$ cat src/assert_macros.svh
// Assertion macros shared by the mode selector RTL.
`ifndef ASSERT_MACROS_SVH
`define ASSERT_MACROS_SVH
`ifndef SYNTHESIS
`define DBMS_ASSERT(lbl, clk, rst_n, prop, msg) \
	lbl: assert property (@(posedge clk) disable iff (!rst_n) (prop)) else $error(msg);
`define DBMS_ASSERT_IMPLY(lbl, clk, rst_n, a, b, msg) \
	lbl: assert property (@(posedge clk) disable iff (!rst_n) (a) |-> (b)) else $error(msg);
`define DBMS_ASSERT_NEXT(lbl, clk, rst_n, a, b, msg) \
	lbl: assert property (@(posedge clk) disable iff (!rst_n) (a) |=> (b)) else $error(msg);
`else
`define DBMS_ASSERT(lbl, clk, rst_n, prop, msg)
`define DBMS_ASSERT_IMPLY(lbl, clk, rst_n, a, b, msg)
`define DBMS_ASSERT_NEXT(lbl, clk, rst_n, a, b, msg)
`endif
`endif

$ cat src/dbms_pkg.sv
// Types and constants of the dual button mode selector.
`timescale 1ns / 1ps
package dbms_pkg;

	typedef logic [3:0] mode_t;

	localparam int CFG_INDEX_BITS = 3;
	localparam int CFG_DATA_BITS  = 16;
	localparam int IN_TDATA_BITS  = 40;
	localparam int OUT_TDATA_BITS = 16;
	localparam int NOW_BITS       = 32;

	typedef enum logic [CFG_INDEX_BITS-1:0] {
		REG_DEBOUNCE    = 3'd0,
		REG_DUAL_HOLD   = 3'd1,
		REG_IDLE        = 3'd2,
		REG_MODE_COUNT  = 3'd3,
		REG_LEFT_START  = 3'd4,
		REG_RIGHT_START = 3'd5
	} reg_index_t;

	localparam logic [15:0] DEBOUNCE_RST    = 16'd50;
	localparam logic [15:0] DUAL_HOLD_RST   = 16'd1000;
	localparam logic [15:0] IDLE_RST        = 16'd5000;
	localparam logic [4:0]  MODE_COUNT_RST  = 5'd4;
	localparam mode_t       START_MODE_RST  = 4'd0;

	typedef struct packed {
		logic [15:0] debounce_ms;
		logic [15:0] dual_hold_ms;
		logic [15:0] idle_timeout_ms;
		logic [4:0]  mode_count;
		mode_t       left_start_mode;
		mode_t       right_start_mode;
	} cfg_t;

	typedef struct packed {
		logic load_left;
		logic load_right;
	} mode_load_t;

	typedef struct packed {
		logic advance;
		logic enable;
		logic force_block;
		logic load;
	} btn_ctl_t;

	typedef struct packed {
		logic  select_active;
		logic  both_held;
		mode_t left_mode_out;
		mode_t right_mode_out;
		logic  left_screen_press;
		logic  right_screen_press;
		logic  save_modes;
	} result_t;

	typedef struct packed {
		logic select_q;
		logic toggle;
	} core_status_t;

endpackage

$ cat src/dbms_cfg.sv
// Configuration register file of the mode selector.
`timescale 1ns / 1ps
module dbms_cfg (
	input  logic                                  clk,
	input  logic                                  arst_n,
	input  logic                                  cfg_valid,
	output logic                                  cfg_ready,
	input  logic [dbms_pkg::CFG_INDEX_BITS-1:0]   cfg_index,
	input  logic [dbms_pkg::CFG_DATA_BITS-1:0]    cfg_data,
	output dbms_pkg::cfg_t                        cfg,
	output dbms_pkg::mode_load_t                  mode_load
);

	dbms_pkg::cfg_t       cfg_q;
	dbms_pkg::mode_load_t mode_load_q;
	logic                 wr;

	assign cfg_ready = 1'b1;
	assign wr        = cfg_valid && cfg_ready;
	assign cfg       = cfg_q;
	assign mode_load = mode_load_q;

	always_ff @(posedge clk or negedge arst_n) begin
		if (!arst_n) begin
			cfg_q.debounce_ms      <= dbms_pkg::DEBOUNCE_RST;
			cfg_q.dual_hold_ms     <= dbms_pkg::DUAL_HOLD_RST;
			cfg_q.idle_timeout_ms  <= dbms_pkg::IDLE_RST;
			cfg_q.mode_count       <= dbms_pkg::MODE_COUNT_RST;
			cfg_q.left_start_mode  <= dbms_pkg::START_MODE_RST;
			cfg_q.right_start_mode <= dbms_pkg::START_MODE_RST;
		end else if (wr) begin
			// indexes past the list are dropped
			unique case (cfg_index)
				dbms_pkg::REG_DEBOUNCE:    cfg_q.debounce_ms      <= cfg_data;
				dbms_pkg::REG_DUAL_HOLD:   cfg_q.dual_hold_ms     <= cfg_data;
				dbms_pkg::REG_IDLE:        cfg_q.idle_timeout_ms  <= cfg_data;
				dbms_pkg::REG_MODE_COUNT:  cfg_q.mode_count       <= cfg_data[4:0];
				dbms_pkg::REG_LEFT_START:  cfg_q.left_start_mode  <= cfg_data[3:0];
				dbms_pkg::REG_RIGHT_START: cfg_q.right_start_mode <= cfg_data[3:0];
				default: ;
			endcase
		end
	end

	// load the current mode through a registered strobe after the write, once the register holds the new value
	always_ff @(posedge clk or negedge arst_n) begin
		if (!arst_n) begin
			mode_load_q <= '0;
		end else begin
			mode_load_q.load_left  <= wr && (cfg_index == dbms_pkg::REG_LEFT_START);
			mode_load_q.load_right <= wr && (cfg_index == dbms_pkg::REG_RIGHT_START);
		end
	end

endmodule

$ cat src/dbms_button.sv
// Per-button debounce and mode stepping with its own state registers.
`timescale 1ns / 1ps
module dbms_button #(
	parameter int TIME_BITS = 32
) (
	input  logic                 clk,
	input  logic                 arst_n,
	input  dbms_pkg::btn_ctl_t   ctl,
	input  logic                 level,
	input  logic [TIME_BITS-1:0] now,
	input  logic [15:0]          debounce_ms,
	input  logic [4:0]           mode_count,
	input  dbms_pkg::mode_t      load_value,
	output dbms_pkg::mode_t      mode_next
);

	logic                 prev_q, blocked_q;
	logic [TIME_BITS-1:0] edge_time_q;
	dbms_pkg::mode_t      mode_q;

	logic                 prev_d, blocked_d;
	logic [TIME_BITS-1:0] edge_time_d;
	logic [TIME_BITS-1:0] held;
	logic [4:0]           mode_inc;
	dbms_pkg::mode_t      mode_d;

	always_comb begin
		prev_d      = prev_q;
		edge_time_d = edge_time_q;
		blocked_d   = ctl.force_block ? 1'b1 : blocked_q;
		mode_d      = mode_q;
		mode_inc    = {1'b0, mode_q} + 5'd1;
		if (mode_inc >= mode_count) begin
			mode_inc = 5'd0;
		end
		held = now - edge_time_q;
		if (ctl.enable) begin
			if (prev_q != level) begin
				edge_time_d = now;
				prev_d      = level;
				if (!level) begin
					blocked_d = 1'b0;
				end
			end
			held = now - edge_time_d;
			if (level && !blocked_d && (held > TIME_BITS'(debounce_ms))) begin
				blocked_d = 1'b1;
				mode_d    = mode_inc[3:0];
			end
		end
	end

	assign mode_next = mode_d;

	always_ff @(posedge clk or negedge arst_n) begin
		if (!arst_n) begin
			prev_q      <= 1'b0;
			blocked_q   <= 1'b0;
			edge_time_q <= '0;
			mode_q      <= dbms_pkg::START_MODE_RST;
		end else if (ctl.load) begin
			mode_q <= load_value;
		end else if (ctl.advance) begin
			prev_q      <= prev_d;
			blocked_q   <= blocked_d;
			edge_time_q <= edge_time_d;
			mode_q      <= mode_d;
		end
	end

endmodule

$ cat src/dbms_core.sv
// Dual-hold toggle, idle timeout and result logic of the mode selector.
`timescale 1ns / 1ps
module dbms_core #(
	parameter int TIME_BITS = 32
) (
	input  logic                   clk,
	input  logic                   arst_n,
	input  logic                   advance,
	input  logic                   left_pressed,
	input  logic                   right_pressed,
	input  logic [TIME_BITS-1:0]   now,
	input  dbms_pkg::cfg_t         cfg,
	input  dbms_pkg::mode_load_t   mode_load,
	output dbms_pkg::result_t      result,
	output dbms_pkg::core_status_t status
);

	logic                 select_q, dual_q, latch_q;
	logic [TIME_BITS-1:0] dual_start_q, last_press_q;

	logic                 select_d, dual_d, latch_d;
	logic [TIME_BITS-1:0] dual_start_d, last_press_d;
	logic [TIME_BITS-1:0] dual_elapsed, idle_elapsed;
	logic                 both, skip_idle, toggle_dual, toggle_idle, toggle;
	dbms_pkg::btn_ctl_t   left_ctl, right_ctl;
	dbms_pkg::mode_t      left_mode, right_mode;

	always_comb begin
		both         = left_pressed && right_pressed;
		last_press_d = (left_pressed || right_pressed) ? now : last_press_q;
		dual_d       = dual_q;
		dual_start_d = dual_start_q;
		latch_d      = latch_q;
		skip_idle    = 1'b0;
		toggle_dual  = 1'b0;
		dual_elapsed = now - dual_start_q;
		if (both) begin
			if (!dual_q) begin
				dual_d       = 1'b1;
				dual_start_d = now;
			end else begin
				toggle_dual = !latch_q && (dual_elapsed >= TIME_BITS'(cfg.dual_hold_ms));
				skip_idle   = 1'b1;
			end
		end else begin
			dual_d  = 1'b0;
			latch_d = 1'b0;
		end
		// idle check sees the press time of this sample
		idle_elapsed = now - last_press_d;
		toggle_idle  = !skip_idle && select_q &&
			(idle_elapsed > TIME_BITS'(cfg.idle_timeout_ms));
		toggle   = toggle_dual || toggle_idle;
		select_d = select_q ^ toggle;
		if (toggle) begin
			latch_d = 1'b1;
		end
	end

	assign left_ctl.advance      = advance;
	assign left_ctl.enable       = select_d;
	assign left_ctl.force_block  = toggle && select_d;
	assign left_ctl.load         = mode_load.load_left;
	assign right_ctl.advance     = advance;
	assign right_ctl.enable      = select_d;
	assign right_ctl.force_block = toggle && select_d;
	assign right_ctl.load        = mode_load.load_right;

	dbms_button #(.TIME_BITS(TIME_BITS)) u_left (
		.clk         (clk),
		.arst_n      (arst_n),
		.ctl         (left_ctl),
		.level       (left_pressed),
		.now         (now),
		.debounce_ms (cfg.debounce_ms),
		.mode_count  (cfg.mode_count),
		.load_value  (cfg.left_start_mode),
		.mode_next   (left_mode)
	);

	dbms_button #(.TIME_BITS(TIME_BITS)) u_right (
		.clk         (clk),
		.arst_n      (arst_n),
		.ctl         (right_ctl),
		.level       (right_pressed),
		.now         (now),
		.debounce_ms (cfg.debounce_ms),
		.mode_count  (cfg.mode_count),
		.load_value  (cfg.right_start_mode),
		.mode_next   (right_mode)
	);

	assign result.select_active      = select_d;
	assign result.both_held          = dual_d;
	assign result.left_mode_out      = left_mode;
	assign result.right_mode_out     = right_mode;
	assign result.left_screen_press  = left_pressed && !select_d && !dual_d;
	assign result.right_screen_press = right_pressed && !select_d && !dual_d;
	assign result.save_modes         = toggle && !select_d;

	assign status.select_q = select_q;
	assign status.toggle   = toggle;

	always_ff @(posedge clk or negedge arst_n) begin
		if (!arst_n) begin
			select_q     <= 1'b0;
			dual_q       <= 1'b0;
			latch_q      <= 1'b0;
			dual_start_q <= '0;
			last_press_q <= '0;
		end else if (advance) begin
			select_q     <= select_d;
			dual_q       <= dual_d;
			latch_q      <= latch_d;
			dual_start_q <= dual_start_d;
			last_press_q <= last_press_d;
		end
	end

endmodule

$ cat src/dual_button_mode_selector_unit.sv
// Top level of the dual button mode selector.
`timescale 1ns / 1ps
`include "assert_macros.svh"
// Takes one button sample per transfer and returns exactly one result per
// sample. A sample enters an input register, then one combinational pass
// through the toggle, timeout and debounce logic updates the state and
// loads the result register: one sample per cycle sustained while each result
// is taken. The result register frees the input side, so a new sample is
// taken while a result waits, and the block stalls only when both registers
// are full and the result is not taken. Timestamps are compared as wrapping
// differences of TIME_BITS bits (now_ms is truncated or zero-extended).
// Writing a start mode also loads it as the current mode in the cycle after
// the write. Configure only while no sample is in flight.
module dual_button_mode_selector_unit #(
	parameter int TIME_BITS = 32
) (
	input  logic                                 clk,
	input  logic                                 arst_n,
	input  logic                                 s_axis_tvalid,
	output logic                                 s_axis_tready,
	// left_pressed[0], right_pressed[1], now_ms[33:2], zero[39:34]
	input  logic [dbms_pkg::IN_TDATA_BITS-1:0]   s_axis_tdata,
	output logic                                 m_axis_tvalid,
	input  logic                                 m_axis_tready,
	// select_active[0], both_held[1], left_mode_out[5:2], right_mode_out[9:6],
	// left_screen_press[10], right_screen_press[11], save_modes[12], zero[15:13]
	output logic [dbms_pkg::OUT_TDATA_BITS-1:0]  m_axis_tdata,
	input  logic                                 cfg_valid,
	output logic                                 cfg_ready,
	input  logic [dbms_pkg::CFG_INDEX_BITS-1:0]  cfg_index,
	input  logic [dbms_pkg::CFG_DATA_BITS-1:0]   cfg_data
);

	dbms_pkg::cfg_t         cfg;
	dbms_pkg::mode_load_t   mode_load;
	dbms_pkg::result_t      result;
	dbms_pkg::core_status_t status;

	logic                 valid_s1;
	logic                 left_s1, right_s1;
	logic [TIME_BITS-1:0] now_s1;
	logic [63:0]          now_wide;
	logic                 out_valid_q;
	dbms_pkg::result_t    out_q;
	logic                 advance;

	assign advance       = valid_s1 && (!out_valid_q || m_axis_tready);
	assign s_axis_tready = !valid_s1 || advance;
	assign now_wide      = {32'd0, s_axis_tdata[dbms_pkg::NOW_BITS+1:2]};

	dbms_cfg u_cfg (
		.clk       (clk),
		.arst_n    (arst_n),
		.cfg_valid (cfg_valid),
		.cfg_ready (cfg_ready),
		.cfg_index (cfg_index),
		.cfg_data  (cfg_data),
		.cfg       (cfg),
		.mode_load (mode_load)
	);

	dbms_core #(.TIME_BITS(TIME_BITS)) u_core (
		.clk           (clk),
		.arst_n        (arst_n),
		.advance       (advance),
		.left_pressed  (left_s1),
		.right_pressed (right_s1),
		.now           (now_s1),
		.cfg           (cfg),
		.mode_load     (mode_load),
		.result        (result),
		.status        (status)
	);

	always_ff @(posedge clk or negedge arst_n) begin
		if (!arst_n) begin
			valid_s1 <= 1'b0;
		end else if (s_axis_tready) begin
			valid_s1 <= s_axis_tvalid;
		end
	end

	always_ff @(posedge clk) begin
		if (s_axis_tready && s_axis_tvalid) begin
			left_s1  <= s_axis_tdata[0];
			right_s1 <= s_axis_tdata[1];
			now_s1   <= now_wide[TIME_BITS-1:0];
		end
	end

	// hold the result until its transfer
	always_ff @(posedge clk or negedge arst_n) begin
		if (!arst_n) begin
			out_valid_q <= 1'b0;
		end else if (advance) begin
			out_valid_q <= 1'b1;
		end else if (m_axis_tready) begin
			out_valid_q <= 1'b0;
		end
	end

	always_ff @(posedge clk) begin
		if (advance) begin
			out_q <= result;
		end
	end

	assign m_axis_tvalid = out_valid_q;
	assign m_axis_tdata  = {3'b000, out_q.save_modes, out_q.right_screen_press,
		out_q.left_screen_press, out_q.right_mode_out, out_q.left_mode_out,
		out_q.both_held, out_q.select_active};

	`DBMS_ASSERT_IMPLY(a_stall_only_when_full, clk, arst_n, !s_axis_tready, valid_s1 && out_valid_q && !m_axis_tready, "input stalled without a full pipeline")
	`DBMS_ASSERT_IMPLY(a_save_from_select, clk, arst_n, advance && result.save_modes, status.select_q, "save strobe without an active select mode")
	`DBMS_ASSERT_NEXT(a_toggle_flips_select, clk, arst_n, advance && status.toggle, m_axis_tdata[0] != $past(status.select_q), "toggle did not flip select mode")
	`DBMS_ASSERT(a_screen_press_masked, clk, arst_n, !(m_axis_tvalid && m_axis_tdata[0] && (m_axis_tdata[10] || m_axis_tdata[11])), "screen press shown in select mode")

endmodule
$ cat config.mk
export PLATFORM = sky130hd
export DESIGN_NAME = dual_button_mode_selector_unit
export DESIGN_NICKNAME = d
export VERILOG_FILES = /design/src/dbms_pkg.sv /design/src/dbms_cfg.sv /design/src/dbms_button.sv /design/src/dbms_core.sv /design/src/dual_button_mode_selector_unit.sv
export VERILOG_INCLUDE_DIRS = /design/src /design/src/src
export SDC_FILE = /design/constraint.sdc
export NUM_CORES = 1
export LEC_CHECK = 0
export ABC_AREA = 1
export BUFFER_PORTS_ARGS = -buffer_cell sky130_fd_sc_hd__buf_2
export CAP_MARGIN = 15
export CORE_MARGIN = 2
export CORE_UTILIZATION = 40
export CTS_BUF_LIST = sky130_fd_sc_hd__clkbuf_4 sky130_fd_sc_hd__clkbuf_8
export DETAILED_ROUTE_END_ITERATION = 8
export GPL_ROUTABILITY_DRIVEN = 0
export PLACE_DENSITY = 0.62
export SLEW_MARGIN = 20
export SYNTH_ARGS = -nofsm -noshare
export SYNTH_HDL_FRONTEND = slang
export SYNTH_HIERARCHICAL = 1
export SYNTH_SLANG_ARGS = --single-unit
$ cat constraint.sdc
create_clock -name clk -period 16.55 [get_ports clk]
set_clock_uncertainty 0.05 [all_clocks]
set_input_delay 3.31 -clock clk [delete_from_list [all_inputs] [get_ports clk]]
set_output_delay 3.31 -clock clk [all_outputs]
set_load 0.02 [all_outputs]
==> results by group, run 1 <==
Run status
  – Status: finished clean

Worst setup path
  – Crit. End Element: flip-flop
  – CP top delay family: simple AND/OR/NAND/NOR gates
  – Data arrival, critical path: 7600 ps
  – CP Launch Type: flip-flop
  – CP max-delay cell: nor2_4
  – CP most frequent cell: nand2_1
  – Critical path start-end classification: reg2reg
  – CP Data Required Time: 17,000 ps
  – R2R setup slack: ~9400 ps
  – R2r startpoint: right_s1
  – WP buf/inv: 4
  – FF-to-FF path depth: 35
  – CP max stage delay: 690 ps
  – Reg-to-Reg End: u_core/u_left/edge_time_q[0]
  – Worst-path fanout max: 49

Clock network
  – Root Driver: clkbuf_8
  – Worst-Skew Late Latency: ~660 ps
  – CTS tree: done
  – Post-cts hold buffer count: 0
  – Sink Count: 255
  – Setup bufs post-CTS: 0
  – Clock-pin slew on the worst setup and hold paths: 60 ps
  – Clock tree buffer depth: 3
  – Post-CTS sizing: 0
  – Htree depth: 2
  – Total CTS buffers: about 50

Global route
  – First-pass GRT wire length: 106,500 um
  – Total global routing track utilization: 23.84%
  – Largest net degree at the start of global routing: 88
  – Vias in the first global route: around 20,000
  – GRT overflow: 0
  – Antenna violations before repair: 4

Floorplanning
  – Io pins: 83
  – Die Span Y: roughly 240 um
  – Core area: 54,880 um^2
  – Initial Utilization: between 40% and 50%
  – Site Rows: 86
  – Die width: roughly 240 um
  – Die ar.: 57,270 um^2

Hold path
  – Worst hold-check path type: reg2reg
  – WHS Endpoint: u_cfg/cfg[35]
  – Hold Path Depth: 2
  – Min-Delay Startpoint: u_cfg/cfg[35]

Layout
  – Fillers: around 5,900
  – Area of the multi-input gates: 13,090 um^2
  – Fin nets: 3,584
  – Final instance area: between 20,000 and 25,000 um^2
  – Area grow syn2layout: 9.208%
  – Register Area: 6635 um^2
  – Share of layout cells above drive strength 1: between 10% and 20%

Yosys
  – Synthesized area per cell: ~6.8 um^2
  – Cell count after synthesis: approximately 3,300
  – YS warnings: 6
  – Post-synthesis cell area: 22,150 um^2

Route
  – Antenna-violating nets left: 0
  – First-pass detailed-route iteration total: 6
  – Post-Route WL: a little under 70,000 um
  – DR WL/cell: ~17 um
  – Vias per Instance: just over 5
  – DRC Markers: 0
  – Starting DRT DRC Count: about 1,600
  – Vias: 21,138

STA
  – Final setup vio count: 0
  – Fin. max-slew vios: 0
  – Max Clk Rate: approximately 0.14 GHz
  – Max_slew headroom: between 30% and 40%
  – Final period utilization: between 40% and 50%
  – RSZ-0062 raised after global routing: false
  – Slew @ Worst Pin: around 980 ps
  – Fin Setup TNS: 0 ps
  – Final critical-path required period: a little over 7000 ps
  – Endpoints failing hold: 0

Power and ir drop
  – Power Dens Cells: between 150 and 200 nW/um^2
  – Max VDD drop: 0.00006649 V
  – Leakage: around 0.013 uW

Job
  – MaxCap Viol Count: 0

Place
  – Placed cell area: 23,130 um^2
  – Hpwl dp: ~54,000 um
  – I/O Buffers: 72
-- layer usage --
| metal | routed length (um) | global-route usage, % |
|---|---|---|
| met1 | 31430 | 33.05 |
| met2 | 30570 | 38.61 |
| met3 | 3760 | 2.697 |
| met4 | 2143 | 8.011 |
| met5 | 0 | 0 |
-- worst register-to-register path, delay by kind of cell (launching register included) --
kind	cells	cell delay [ps]
xor+xnor	1	220
compound gates	4	710
buf+inv	4	790
flops	1	610
fa+ha+maj	4	1210
simple gates	22	3400
-- final cells by class --
class | instances | share of cell area (%)
inverter | 554 | 8.602
tap | 704 | 3.642
sequential | 255 | 27.43
multi-input combinational | 2406 | 54.10
clock inverter | 26 | 0.9104
clock buffer | 66 | 3.419
timing repair buffer | 82 | 1.842
antenna | 5 | 0.05173
-- sequential cells by signal, indices dropped and copies added (netlist names), 2 cells and up --
signal,cells
u_core/u_left/mode_q,4
u_core/dual_start_q,32
u_core/u_left/edge_time_q,32
u_core/last_press_q,32
now_s1,32
m_axis_tdata,13
u_core/u_right/mode_q,4
u_core/u_right/edge_time_q,32
u_cfg/cfg,61
u_cfg/mode_load,2
-- stage by stage --
step	hold slack [ps]	worst slack, ps	util [%]	instances	total power (uW)
after floorplan	391.9	9699	-	3276	2612
after global placement	403.6	9438	42.14	4001	3125
after detailed placement	403.5	9410	42.14	4001	3150
after CTS	413.2	9347	44.05	4093	3853
after global routing	416.1	8686	44.07	4097	4225
final	411.0	9407	44.08	4098	3856
-- how the worst max path moves through the flow --
stage             startpoint                            end  slack [ps]  depth (start not counted)
2_1_floorplan  m_axis_tready                  s_axis_tready        9700                          2
3_3_place_gp        right_s1  u_core/u_left/edge_time_q[31]        9440                         35
3_5_place_dp        right_s1   u_core/u_left/edge_time_q[0]        9410                         32
4_1_cts             right_s1   u_core/u_left/edge_time_q[0]        9350                         32
5_1_grt             right_s1   u_core/u_left/edge_time_q[0]        8690                         31
6_report            right_s1   u_core/u_left/edge_time_q[0]        9410                         35
-- cell usage in the layout, fill, tap and decap left out, types with 53 or more instances in the layout --
cell      count
nand4_1      61
nand3_1     194
buf_2        71
a21oi_1     155
xor2_1       61
ha_1        171
nand2_1     964
clkbuf_8     53
nor2_1      240
nor3_1       60
dfrtp_1     193
o21ai_0     211
inv_1       517
-- where the power goes --
| part | internal (uW) | total, uW | switching (uW) | leakage [uW] |
|---|---|---|---|---|
| sequential | 819 | 955 | 136 | 0.00301 |
| clock | 376 | 676 | 300 | 0.000559 |
| combinational | 783 | 2220 | 1440 | 0.00908 |
(Power assumes the default switching activity.)
==> run 2: changes to the inputs <==
--- a/config.mk
+++ b/config.mk
@@ -14,7 +14,7 @@
 export CTS_BUF_LIST = sky130_fd_sc_hd__clkbuf_4 sky130_fd_sc_hd__clkbuf_8
 export DETAILED_ROUTE_END_ITERATION = 8
 export GPL_ROUTABILITY_DRIVEN = 0
-export PLACE_DENSITY = 0.62
+export PLACE_DENSITY = 0.64
 export SLEW_MARGIN = 20
 export SYNTH_ARGS = -nofsm -noshare
 export SYNTH_HDL_FRONTEND = slang
==> constraint.sdc (replaced) <==
create_clock -name clk -period 6.1 [get_ports clk]
set_clock_uncertainty 0.05 [all_clocks]
set_input_delay 1.22 -clock clk [delete_from_list [all_inputs] [get_ports clk]]
set_output_delay 1.22 -clock clk [all_outputs]
set_load 0.02 [all_outputs]
==> run 2 against run 1 <==
Die area stayed put. Via count hardly changed. Clock-buffer cell count increased by 6. Hold slack better by 4.1 ps. Non-clock buffer count increased by 29. Wire length shrank 2.3%. Global-route usage down 0.48 points. Utilization grew 0.41 points. Cell area up 0.93%. Critical path type unchanged. Largest cell class unchanged.
==> results by group, run 2 (synthesis gave the netlist of run 1 again) <==
Run status
  – Status: finished clean

Power and ir drop
  – Power Dens Cells: 426.6 nW/um^2 (+170%)
  – Leakage: 0.01278 uW (+1.1%)
  – Max VDD drop: 0.0001482 V (+120%)

Hold path
  – Worst hold-check path type: reg2reg
  – Min-Delay Startpoint: u_cfg/cfg[36]

Worst setup path
  – R2r startpoint: left_s1
  – Critical path start-end classification: reg2reg
  – Crit. End Element: flip-flop
  – CP top delay family: simple AND/OR/NAND/NOR gates
  – Data arrival, critical path: 5950 ps (-1650 ps)
  – WP buf/inv: 4 (unchanged)
  – Worst-path fanout max: 20 (-59%)
  – CP startpoint: left_s1
  – CP Data Required Time: 6420 ps (-10,580 ps)
  – CP max-delay cell: ha_2
  – CP Launch Type: flip-flop
  – CP max stage delay: 480 ps (-210 ps)

STA
  – Final period utilization: 92.30% (+49 points)
  – Endpoints failing hold: 0 (unchanged)
  – Max Clk Rate: 0.1776 GHz (+27%)
  – Fin Setup TNS: 0 ps (unchanged)
  – Max_slew headroom: 30.33% (-4.1 points)
  – Slew @ Worst Pin: 1041 ps (+61.14 ps)
  – Final critical-path required period: 5630 ps (-1513 ps)
  – Final setup margin: 469.9 ps (-8937 ps)
  – RSZ-0062 raised after global routing: false
  – Fin. max-slew vios: 0 (unchanged)
  – Final setup vio count: 0 (unchanged)

Clock network
  – Setup bufs post-CTS: 0 (unchanged)
  – Clock tree buffer depth: 3 (unchanged)
  – Root Driver: clkbuf_8
  – Post-CTS sizing: 0 (unchanged)
  – Sink Count: 255 (unchanged)
  – Clock-pin slew on the worst setup and hold paths: 60 ps (about the same)
  – Post-cts hold buffer count: 0 (unchanged)
  – Htree depth: 2 (unchanged)
  – Worst-Skew Late Latency: 630 ps (-30 ps)
  – Total CTS buffers: 49 (unchanged)
  – CTS tree: done

Global route
  – Largest net degree at the start of global routing: 114 (+30%)
  – Antenna violations before repair: 2 (-2)
  – Vias in the first global route: 19,946 (+0.42%)
  – Total global routing track utilization: 23.36% (-0.48 points)
  – First-pass GRT wire length: 105,000 um (-1.4%)
  – GRT overflow: 0 (unchanged)

Layout
  – Share of layout cells above drive strength 1: 11.23% (+0.91 points)
  – Commonest non-fill, non-tap cells in the layout: nand2_1 (964), inv_1 (517), nor2_1 (240)
  – Most common library cell in the layout ignoring fill and taps: nand2_1
  – Largest register FFs: 61 (unchanged)
  – Fillers: 5,781 (-1.2%)
  – Fin cells: 4,124 (+0.63%)
  – Area grow syn2layout: 10.22%
  – Fin nets: 3,613 (+0.81%)
  – Area of the multi-input gates: 13,090 um^2 (about the same)
  – Register Area: 6635 um^2 (unchanged)

Job
  – MaxCap Viol Count: 0 (unchanged)

Floorplanning
  – Core area: 54,880 um^2 (unchanged)
  – Initial Utilization: 40.36% (unchanged)
  – Io pins: 83 (unchanged)
  – Site Rows: 86 (unchanged)
  – Die Span Y: 239.3 um (unchanged)
  – Die width: 239.3 um (unchanged)
  – Die ar.: 57,270 um^2 (unchanged)

Route
  – Starting DRT DRC Count: 1,588 (-2.5%)
  – Post-Route WL: 66,340 um (-2.3%)
  – Vias per Instance: 5.127 (-0.61%)
  – DR WL/cell: 16.09 um (-2.9%)
  – First-pass detailed-route iteration total: 6 (unchanged)
  – Antenna-violating nets left: 0 (unchanged)
  – Vias: 21,143 (+0.024%)
  – DRC Markers: 0 (unchanged)

Place
  – Place WS: 471.3 ps (-8939 ps)
  – Hpwl dp: 53,070 um (-1.7%)
  – Placed instance count: 4,030 (+0.72%)
  – I/O Buffers: 72 (unchanged)
run 2: changes by cell type in the layout (fill, tap and decap cells not counted), moves of 3 or more:
cell and delta:
clkinv_1 -4, diode_2 -3, clkbuf_4 +3, clkbuf_8 +3
clkinvlp_4 +3, clkinv_2 -3, buf_4 +28
run 2: area by class of cell:
cell class                 count  share of cell area (%)
timing repair buffer         111                   2.768
clock buffer                  72                   3.649
multi-input combinational   2406                   53.61
antenna                        2                 0.02050
inverter                     554                   8.518
clock inverter                20                  0.6458
tap                          704                   3.608
sequential                   255                   27.18
run 2: layer usage:
| metal | global-route usage [%] | wire (um) |
|---|---|---|
| met4 | 7.652 | 1881 |
| met5 | 0 | 0 |
| met3 | 2.651 | 3438 |
| met2 | 39.28 | 30900 |
| met1 | 31.24 | 30120 |
run 2: worst paths after layout:
path,depth (start not counted),slack (ps),endpoint
worst min-delay path,2,420,u_cfg/cfg[36]
worst max-delay path,33,470,m_axis_tdata[7]
worst max register to register,33,470,m_axis_tdata[7]
max in group asynchronous,2,4090,u_core/dual_start_q[8]
min in group asynchronous,1,620,valid_s1
worst min register to register,2,420,u_cfg/cfg[36]
run 2: power breakdown:
group          internal, uW  switching [uW]  total, uW
registers              2220             330       2550
logic                  2170            3870       6040
clock network          1030             795       1820
total                  5420            5000      10400
run 2: worst min-delay path, stage by stage (launching register included):
cell and delay [ps]:
dfstp_2 370, nand2_1 50, nand2_1 40
run 2: metrics by stage:
stage	cell area [um^2]	hold slack, ps	total power, uW	utilization [%]
finish	24410	415.1	10420	44.49
global route	24410	431.4	11420	44.49
CTS	24410	417.4	10420	44.47
detailed placement	23360	408.3	8526	42.56
global placement	23360	402.2	8444	42.56
floorplan	22160	391.9	7087	-
